$ cat config.mk
export PLATFORM = sky130hd
export DESIGN_NAME = rtmp_message_chunker_core
export DESIGN_NICKNAME = d
export VERILOG_FILES = /design/src/hw/rtl/rmc_pkg.sv /design/src/hw/rtl/rmc_track.sv /design/src/hw/rtl/rmc_emit.sv /design/src/hw/rtl/rtmp_message_chunker_core.sv
export SDC_FILE = /design/constraint.sdc
export NUM_CORES = 1
export LEC_CHECK = 0
export CAP_MARGIN = 20
export CORE_ASPECT_RATIO = 0.7
export CORE_MARGIN = 2
export CORE_UTILIZATION = 55
export CTS_BUF_LIST = sky130_fd_sc_hd__clkbuf_4
export DETAILED_ROUTE_END_ITERATION = 8
export DONT_BUFFER_PORTS = 1
export HOLD_SLACK_MARGIN = 0.08
export PLACE_DENSITY = 0.7
export SYNTH_ARGS = -nofsm -noshare
export SYNTH_HDL_FRONTEND = slang
export SYNTH_HIERARCHICAL = 1
export SYNTH_SLANG_ARGS = --single-unit
$ cat constraint.sdc
create_clock -name clk -period 12.8 [get_ports clk]
set_clock_uncertainty 0.15 [all_clocks]
set_input_delay 1.28 -clock clk [delete_from_list [all_inputs] [get_ports clk]]
set_output_delay 1.28 -clock clk [all_outputs]
set_load 0.005 [all_outputs]
$ cat src/hw/rtl/rmc_pkg.sv
// shared types, constants and header byte helpers for the rtmp message chunker
package rmc_pkg;

    localparam int CSID_W   = 17;
    localparam int LEN_W    = 24;
    localparam int CFG_W    = 24;
    localparam int POS_W    = 4;

    localparam logic [CSID_W-1:0] CSID_MAX    = 17'd65599;
    localparam logic [CSID_W-1:0] CSID_RESET  = 17'd3;
    localparam logic [CSID_W-1:0] CSID_ONE_LIM = 17'd64;
    localparam logic [CSID_W-1:0] CSID_TWO_LIM = 17'd320;
    localparam logic [LEN_W-1:0]  CHUNK_RESET = 24'd128;
    localparam logic [7:0]        FMT_MASK    = 8'hc0;
    localparam logic [7:0]        ID_MASK     = 8'h3f;
    localparam logic [7:0]        THREE_MARK  = 8'h01;
    localparam logic [POS_W-1:0]  T0_BODY_LEN = 4'd11;

    localparam logic REG_CSID  = 1'b0;
    localparam logic REG_CHUNK = 1'b1;

    localparam logic [1:0] FMT_T0 = 2'd0;
    localparam logic [1:0] FMT_T3 = 2'd3;

    typedef enum logic [1:0] {
        HDR_NONE,
        HDR_T0,
        HDR_T3
    } hdr_kind_t;

    typedef struct packed {
        logic [7:0]       payload;
        logic [LEN_W-1:0] timestamp;
        logic [LEN_W-1:0] length;
        logic [7:0]       mtype;
        logic [31:0]      mstream;
        hdr_kind_t        hdr;
        logic             chunk_end;
    } rmc_item_t;

    // number of basic header bytes for a clamped csid
    function automatic logic [1:0] basic_len(input logic [CSID_W-1:0] id);
        logic [1:0] n;
        begin
            if (id < CSID_ONE_LIM)
                n = 2'd1;
            else if (id < CSID_TWO_LIM)
                n = 2'd2;
            else
                n = 2'd3;
            return n;
        end
    endfunction

    function automatic logic [7:0] basic_byte(input logic [CSID_W-1:0] id,
                                              input logic [1:0]        fmt,
                                              input logic [1:0]        k);
        logic [7:0]        top;
        logic [CSID_W-1:0] idm;
        logic [7:0]        b;
        begin
            top = {fmt, 6'd0};
            idm = id - CSID_ONE_LIM;
            b   = idm[7:0];
            if (id < CSID_ONE_LIM)
                b = top | (id[7:0] & ID_MASK);
            else if (k == 2'd0)
                b = (id < CSID_TWO_LIM) ? (top & FMT_MASK) : ((top & FMT_MASK) | THREE_MARK);
            else if (k == 2'd2)
                b = idm[15:8];
            return b;
        end
    endfunction

endpackage

$ cat src/hw/rtl/rmc_track.sv
// configuration registers and per-message byte counters, decides the header of each request
module rmc_track
    import rmc_pkg::*;
(
    input  logic                clk,
    input  logic                rst_n,
    input  logic                cfg_write,
    input  logic                cfg_index,
    input  logic [CFG_W-1:0]    cfg_data,
    input  logic                accept,
    input  logic [7:0]          payload_byte,
    input  logic [LEN_W-1:0]    message_length,
    input  logic [LEN_W-1:0]    message_timestamp,
    input  logic [7:0]          message_type,
    input  logic [31:0]         message_stream,
    output rmc_item_t           item,
    output logic [CSID_W-1:0]   csid
);

    logic [CSID_W-1:0] csid_reg;
    logic [LEN_W-1:0]  chunk_reg;
    logic [LEN_W-1:0]  bim_reg, bim_next;
    logic [LEN_W-1:0]  bic_reg, bic_next;
    logic [LEN_W-1:0]  latched_reg, latched_next;

    logic [LEN_W-1:0]  size;
    logic              first;
    logic              type3;
    logic [LEN_W-1:0]  len;
    logic [LEN_W-1:0]  bic_base;
    logic [LEN_W-1:0]  bic_inc;
    logic [LEN_W-1:0]  bim_inc;
    logic              msg_done;

    always_comb
    begin
        size     = (chunk_reg == '0) ? LEN_W'(1) : chunk_reg;
        first    = (bim_reg == '0);
        len      = first ? ((message_length == '0) ? LEN_W'(1) : message_length) : latched_reg;
        type3    = !first && (bic_reg >= size);
        bic_base = (first || type3) ? '0 : bic_reg;
        bic_inc  = bic_base + LEN_W'(1);
        bim_inc  = bim_reg + LEN_W'(1);
        msg_done = (bim_inc >= len);

        item.payload   = payload_byte;
        item.timestamp = message_timestamp;
        item.length    = len;
        item.mtype     = message_type;
        item.mstream   = message_stream;
        item.hdr       = first ? HDR_T0 : (type3 ? HDR_T3 : HDR_NONE);
        item.chunk_end = (bic_inc >= size) || msg_done;

        bim_next     = bim_reg;
        bic_next     = bic_reg;
        latched_next = latched_reg;
        if (accept)
        begin
            latched_next = len;
            bim_next     = msg_done ? '0 : bim_inc;
            bic_next     = msg_done ? '0 : bic_inc;
        end
    end

    always_ff @(posedge clk or negedge rst_n)
    begin
        if (!rst_n)
        begin
            csid_reg    <= CSID_RESET;
            chunk_reg   <= CHUNK_RESET;
            bim_reg     <= '0;
            bic_reg     <= '0;
            latched_reg <= '0;
        end
        else
        begin
            if (cfg_write)
            begin
                unique case (cfg_index)
                    REG_CSID:  csid_reg  <= cfg_data[CSID_W-1:0];
                    REG_CHUNK: chunk_reg <= cfg_data[LEN_W-1:0];
                    default:   ;
                endcase
            end
            bim_reg     <= bim_next;
            bic_reg     <= bic_next;
            latched_reg <= latched_next;
        end
    end

    // ids above the top of the three-byte range saturate
    assign csid = (csid_reg > CSID_MAX) ? CSID_MAX : csid_reg;

endmodule

$ cat src/hw/rtl/rmc_emit.sv
// request holding register, byte sequencer and output register
module rmc_emit
    import rmc_pkg::*;
(
    input  logic              clk,
    input  logic              rst_n,
    input  logic              accept,
    input  rmc_item_t         item_in,
    input  logic [CSID_W-1:0] csid,
    output logic              item_ready,
    output logic              out_valid,
    input  logic              out_ready,
    output logic [7:0]        out_byte,
    output logic              run_last,
    output logic              chunk_end
);

    rmc_item_t        item_reg;
    logic             item_valid_reg, item_valid_next;
    logic [POS_W-1:0] pos_reg, pos_next;
    logic             out_valid_reg, out_valid_next;
    logic [7:0]       out_byte_reg;
    logic             run_last_reg;
    logic             chunk_end_reg;

    logic [1:0]       bh;
    logic [POS_W-1:0] bh_used;
    logic [POS_W-1:0] total;
    logic [POS_W-1:0] j;
    logic [1:0]       fmt;
    logic [7:0]       cur_byte;
    logic             is_last;
    logic             advance;

    always_comb
    begin
        bh      = basic_len(csid);
        bh_used = (item_reg.hdr == HDR_NONE) ? '0 : POS_W'(bh);
        total   = bh_used + ((item_reg.hdr == HDR_T0) ? T0_BODY_LEN : '0) + POS_W'(1);
        is_last = (pos_reg == total - POS_W'(1));
        fmt     = (item_reg.hdr == HDR_T0) ? FMT_T0 : FMT_T3;
        j       = pos_reg - bh_used;

        cur_byte = item_reg.payload;
        if (pos_reg < bh_used)
            cur_byte = basic_byte(csid, fmt, pos_reg[1:0]);
        else if (item_reg.hdr == HDR_T0 && j < T0_BODY_LEN)
        begin
            // timestamp, length, type id, stream id, all big-endian
            case (j)
                4'd0:    cur_byte = item_reg.timestamp[23:16];
                4'd1:    cur_byte = item_reg.timestamp[15:8];
                4'd2:    cur_byte = item_reg.timestamp[7:0];
                4'd3:    cur_byte = item_reg.length[23:16];
                4'd4:    cur_byte = item_reg.length[15:8];
                4'd5:    cur_byte = item_reg.length[7:0];
                4'd6:    cur_byte = item_reg.mtype;
                4'd7:    cur_byte = item_reg.mstream[31:24];
                4'd8:    cur_byte = item_reg.mstream[23:16];
                4'd9:    cur_byte = item_reg.mstream[15:8];
                default: cur_byte = item_reg.mstream[7:0];
            endcase
        end

        advance    = item_valid_reg && (!out_valid_reg || out_ready);
        item_ready = !item_valid_reg || (advance && is_last);

        item_valid_next = item_valid_reg;
        pos_next        = pos_reg;
        if (advance)
        begin
            pos_next = is_last ? '0 : pos_reg + POS_W'(1);
            if (is_last)
                item_valid_next = 1'b0;
        end
        if (accept)
            item_valid_next = 1'b1;

        out_valid_next = out_valid_reg;
        if (advance)
            out_valid_next = 1'b1;
        else if (out_ready)
            out_valid_next = 1'b0;
    end

    always_ff @(posedge clk or negedge rst_n)
    begin
        if (!rst_n)
        begin
            item_valid_reg <= 1'b0;
            pos_reg        <= '0;
            out_valid_reg  <= 1'b0;
        end
        else
        begin
            item_valid_reg <= item_valid_next;
            pos_reg        <= pos_next;
            out_valid_reg  <= out_valid_next;
        end
    end

    always_ff @(posedge clk)
    begin
        if (accept)
            item_reg <= item_in;
        if (advance)
        begin
            out_byte_reg  <= cur_byte;
            run_last_reg  <= is_last;
            chunk_end_reg <= is_last && item_reg.chunk_end;
        end
    end

    assign out_valid = out_valid_reg;
    assign out_byte  = out_byte_reg;
    assign run_last  = run_last_reg;
    assign chunk_end = chunk_end_reg;

endmodule

$ cat src/hw/rtl/rtmp_message_chunker_core.sv
// top level of the rtmp message chunker
// Each payload byte request is turned into its chunk stream bytes, delivered from
// an output register one byte per cycle while out_ready holds: 1 byte for a plain
// payload byte, 2 to 4 for a byte behind a type-3 basic header, and 13 to 15 for the
// first byte of a message (basic header of 1 to 3 bytes by chunk stream id, 11 type-0
// header bytes, then the payload byte). The byte sequencer sets that count; the next
// request is taken in the same cycle that the last byte of the previous one enters
// the output register, so payload-only runs flow at one byte per cycle. The user must
// write configuration only while no request is pending; the block does not enforce it.
module rtmp_message_chunker_core
    import rmc_pkg::*;
(
    input  logic                clk,
    input  logic                rst_n,
    input  logic                cfg_write,
    input  logic                cfg_index,
    input  logic [CFG_W-1:0]    cfg_data,
    input  logic                in_valid,
    output logic                in_ready,
    input  logic [7:0]          payload_byte,
    input  logic [LEN_W-1:0]    message_length,
    input  logic [LEN_W-1:0]    message_timestamp,
    input  logic [7:0]          message_type,
    input  logic [31:0]         message_stream,
    output logic                out_valid,
    input  logic                out_ready,
    output logic [7:0]          out_byte,
    output logic                run_last,
    output logic                chunk_end
);

    rmc_item_t         item;
    logic [CSID_W-1:0] csid;
    logic              accept;

    assign accept = in_valid && in_ready;

    rmc_track u_track
    (
        .clk               (clk),
        .rst_n             (rst_n),
        .cfg_write         (cfg_write),
        .cfg_index         (cfg_index),
        .cfg_data          (cfg_data),
        .accept            (accept),
        .payload_byte      (payload_byte),
        .message_length    (message_length),
        .message_timestamp (message_timestamp),
        .message_type      (message_type),
        .message_stream    (message_stream),
        .item              (item),
        .csid              (csid)
    );

    rmc_emit u_emit
    (
        .clk        (clk),
        .rst_n      (rst_n),
        .accept     (accept),
        .item_in    (item),
        .csid       (csid),
        .item_ready (in_ready),
        .out_valid  (out_valid),
        .out_ready  (out_ready),
        .out_byte   (out_byte),
        .run_last   (run_last),
        .chunk_end  (chunk_end)
    );

endmodule
==> results.md <==
* Run status: finished, final reports clean
* Share of the synthesized area in the top cell type at 0.228
* Overall power after layout at 3000 uW
* Hold WC Path Type: input port to asynchronous set/reset pin
* Maximum fanout count along the critical path at between 40 and 50
* WS Path Type: register to register
* Global-route wire length before repair at ~58 mm
* Total number of yosys warnings at 6
* Synth top cells by count: 116 x sky130_fd_sc_hd__dfrtp_1, 109 x sky130_fd_sc_hd__edfxtp_1, 104 x sky130_fd_sc_hd__nor2_1
* Average wire per standard cell at 21.9 microns
* CP Capture Type: register
* Dominant cell type by area after synthesis: sky130_fd_sc_hd__edfxtp_1
* Proportion of register bits with asynchronous set or reset after synthesis at 0.522
* Count of H-tree levels built during CTS at 2
* Cells after Synth at between 1000 and 1500
* Post-Syn Area at around 14000 sq um
* Actual transition at the worst max-transition pin at ~1100 ps
* Total power divided by cell area at around 200 nW/um^2
* Number of register bits inferred by synthesis at around 230
* TritonCTS clock tree: built
* Total congestion overflow at 0
* RSZ-0062 raised after global routing: no
* Mapped Avg Cell Area at just over 10 sq um
* Number of nets still failing antenna checks after routing at 0
* Hold_buf cts at 1
* CP Launch Type: register
* Number of antenna violations at the first check in global routing at 7
* Highest clock rate at 0.165 GHz
* Worst vdd rail ir drop at ~0.16 mV
* Worst rel slew slack at 0.267
* Arrival time worst endpoint at approximately 6400 ps
* Per-cell via count in the routed design at about 6.2
* Largest register FFs at 99
* Placeable core area at between 20000 and 30000 sq um
* Clock transition time at the flip-flop clock pins of the worst setup and hold paths at 70 ps
* Detailed Route WL at roughly 37 mm
* Leading cell type by number of instances after synthesis: sky130_fd_sc_hd__dfrtp_1
* Post-layout minimum cycle time at approximately 6100 ps
* Ports at 138
* Layout cell share with drive strength beyond 1 at 0.149
* Clk root buf: sky130_fd_sc_hd__clkbuf_4
* Floorplan die height at 139 microns
* Number of clock sinks seen by CTS at 228
* Overall track demand over capacity in global routing at 0.273
* Share of the clock period used by the worst path at 0.474
* Utilization of the core after routing at 0.572
* Post-cts gate resize count at 0
* Cts bufs inserted at between 50 and 60
* Placement row count at 49
* Quantity of I/O buffers inserted on ports at 0
* DRC violation total after the first TritonRoute iteration at ~1200
* Number of hold violations in the final report at 0
* Number of setup buffers added after CTS at 0
* Largest net degree at the start of global routing at around 120
* Via count at about 11000
* Required @ worst endpoint at approximately 13000 ps
* Max-slew violations at 0
* Final TNS setup at 0 ps
* MaxCap Viol Count at 0
* Count of unique library cells instantiated by Yosys at just over 100
* Bufs on Longest Clock Path at 3
* Vias in the first global route at slightly below 10000
* Clock Latency Late Sink at ~750 ps
* Starting Density at 0.559
* Leak at a little over 0.006 uW
* Net count of the mapped netlist at 1591
* Post-detail-place hpwl at between 20 and 30 mm
* Post-route DRC at 0
* Post-synth EDFFs at 109
* DR pass1 iterations at 5
* Sequential fraction of the synthesis area at 0.436
* P&R area growth vs syn at 2.24%
* Final estimated routing congestion in global placement at roughly 1.0
* Most instantiated flip-flop cell in the synthesis netlist: sky130_fd_sc_hd__dfrtp_1
* Total of endpoints with negative setup slack in the final report at 0
* Minimum hold slack at about 230 ps
* Overall die area at 27400 sq um
* Die Width at between 150 and 200 microns
* Cell types with the largest area share after synthesis: sky130_fd_sc_hd__edfxtp_1 23%, sky130_fd_sc_hd__dfrtp_1 20%, sky130_fd_sc_hd__ha_1 7.2%, sky130_fd_sc_hd__buf_4 3.9%, sky130_fd_sc_hd__mux2_2 3.5%
* Final layout net count at about 1500
logic make-up (layout without fill, tap and decap cells):
family | after synthesis | count (layout) | share of synthesized area
xor gates and xnor gates | 51 | 51 | 0.0325
buffers and inverters | 216 | 193 | 0.0864
AOI/OAI and AO/OA | 304 | 304 | 0.152
other | 0 | 5 | 0
muxes | 88 | 88 | 0.0665
DFF | 228 | 228 | 0.436
and+or+nand+nor | 412 | 412 | 0.154
adders and majority gates | 83 | 83 | 0.0730
cell usage in the layout, fill, tap and decap left out, types with 8 or more instances in the layout:
cell type	instances
sky130_fd_sc_hd__nand3_1	34
sky130_fd_sc_hd__clkinv_1	15
sky130_fd_sc_hd__edfxtp_1	109
sky130_fd_sc_hd__o211ai_1	8
sky130_fd_sc_hd__ha_1	82
sky130_fd_sc_hd__buf_4	14
sky130_fd_sc_hd__nor2b_1	34
sky130_fd_sc_hd__nor2_1	104
sky130_fd_sc_hd__nand2_1	69
sky130_fd_sc_hd__inv_1	74
sky130_fd_sc_hd__nor4_1	23
sky130_fd_sc_hd__a22oi_1	8
sky130_fd_sc_hd__dfrtp_1	116
sky130_fd_sc_hd__a21o_1	16
sky130_fd_sc_hd__o31ai_1	16
sky130_fd_sc_hd__clkbuf_4	82
sky130_fd_sc_hd__mux2_2	44
sky130_fd_sc_hd__a21oi_1	74
sky130_fd_sc_hd__nand4_1	17
sky130_fd_sc_hd__a211oi_1	11
sky130_fd_sc_hd__a22o_1	35
sky130_fd_sc_hd__xor2_1	16
sky130_fd_sc_hd__o2bb2ai_1	13
sky130_fd_sc_hd__nor3_1	28
sky130_fd_sc_hd__o22ai_1	10
sky130_fd_sc_hd__xnor2_1	34
sky130_fd_sc_hd__o21ai_0	46
sky130_fd_sc_hd__mux2i_1	42
sky130_fd_sc_hd__and3_1	23
sky130_fd_sc_hd__or2_2	12
sky130_fd_sc_hd__a31oi_1	8
sky130_fd_sc_hd__nand2b_1	13
through the flow:
step	cells	cell area, sq um	worst slack [ps]
2_1_floorplan	1382	14300	6610
3_3_place_gp	1586	13900	6960
3_5_place_dp	1586	13900	6870
4_1_cts	1690	14600	6860
5_1_grt	1691	14600	6280
6_report	1695	14700	6740
worst max-delay path, cell delays in order, from the launching register on:
cell	delay, ps
sky130_fd_sc_hd__dfrtp_1	400
sky130_fd_sc_hd__nor4_1	440
sky130_fd_sc_hd__nand4_1	200
sky130_fd_sc_hd__o21bai_1	290
sky130_fd_sc_hd__ha_1	280
sky130_fd_sc_hd__nor2b_1	110
sky130_fd_sc_hd__o21ai_1	70
sky130_fd_sc_hd__a21oi_1	150
sky130_fd_sc_hd__o22ai_1	110
sky130_fd_sc_hd__or3b_1	350
sky130_fd_sc_hd__buf_4	310
sky130_fd_sc_hd__nor2_1	210
sky130_fd_sc_hd__ha_1	270
sky130_fd_sc_hd__and3_1	280
sky130_fd_sc_hd__nand2_1	260
sky130_fd_sc_hd__nor2_1	270
sky130_fd_sc_hd__and3_1	240
sky130_fd_sc_hd__xnor2_1	130
sky130_fd_sc_hd__nor2_1	60
sky130_fd_sc_hd__ha_1	330
sky130_fd_sc_hd__nand4_1	100
sky130_fd_sc_hd__nor3_1	80
sky130_fd_sc_hd__a221oi_1	250
sky130_fd_sc_hd__a21oi_1	100
sky130_fd_sc_hd__or3_1	360
power breakdown:
part,switching (uW),internal [uW]
registers,110,946
logic,867,470
clock network,312,298
total,1290,1710
final cells by class:
class,count,area (sq um)
inverter,75,282
clock buffer,82,616
clock inverter,21,101
tap,331,414
sequential,228,6250
antenna,5,12.5
multi-input combinational,938,6840
fill,2258,11000
timing repair buffer,15,133
per-layer routing:
layer | routed length [microns] | GRT usage | up-vias
li1 | - | - | 4913
met1 | 17600 | 0.420 | 5126
met2 | 14300 | 0.347 | 477
met3 | 4380 | 0.104 | 73
met4 | 889 | 0.0831 | 2
met5 | 17 | 0 | -
worst paths after layout:
check                                             startpoint                             endpoint  slack [ps]  depth (start not counted)
setup / recovery           u_track/chunk_reg[12]$_DFFE_PN0P_         u_emit/item_reg[0]$_DFFE_PP_        6740                         24
hold / removal                                         rst_n     u_track/chunk_reg[7]$_DFFE_PN1P_         230                          0
setup reg to reg           u_track/chunk_reg[12]$_DFFE_PN0P_         u_emit/item_reg[0]$_DFFE_PP_        6740                         24
hold reg to reg            u_emit/item_valid_reg$_DFFE_PN0P_         u_emit/out_valid$_DFFE_PN0P_         350                          1
max in group asynchronous                              rst_n  u_track/latched_reg[13]$_DFFE_PN0P_       11680                          1
min in group clk           u_emit/item_valid_reg$_DFFE_PN0P_         u_emit/out_valid$_DFFE_PN0P_         350                          1
No activity file was read; power rests on OpenSTA's default activity.
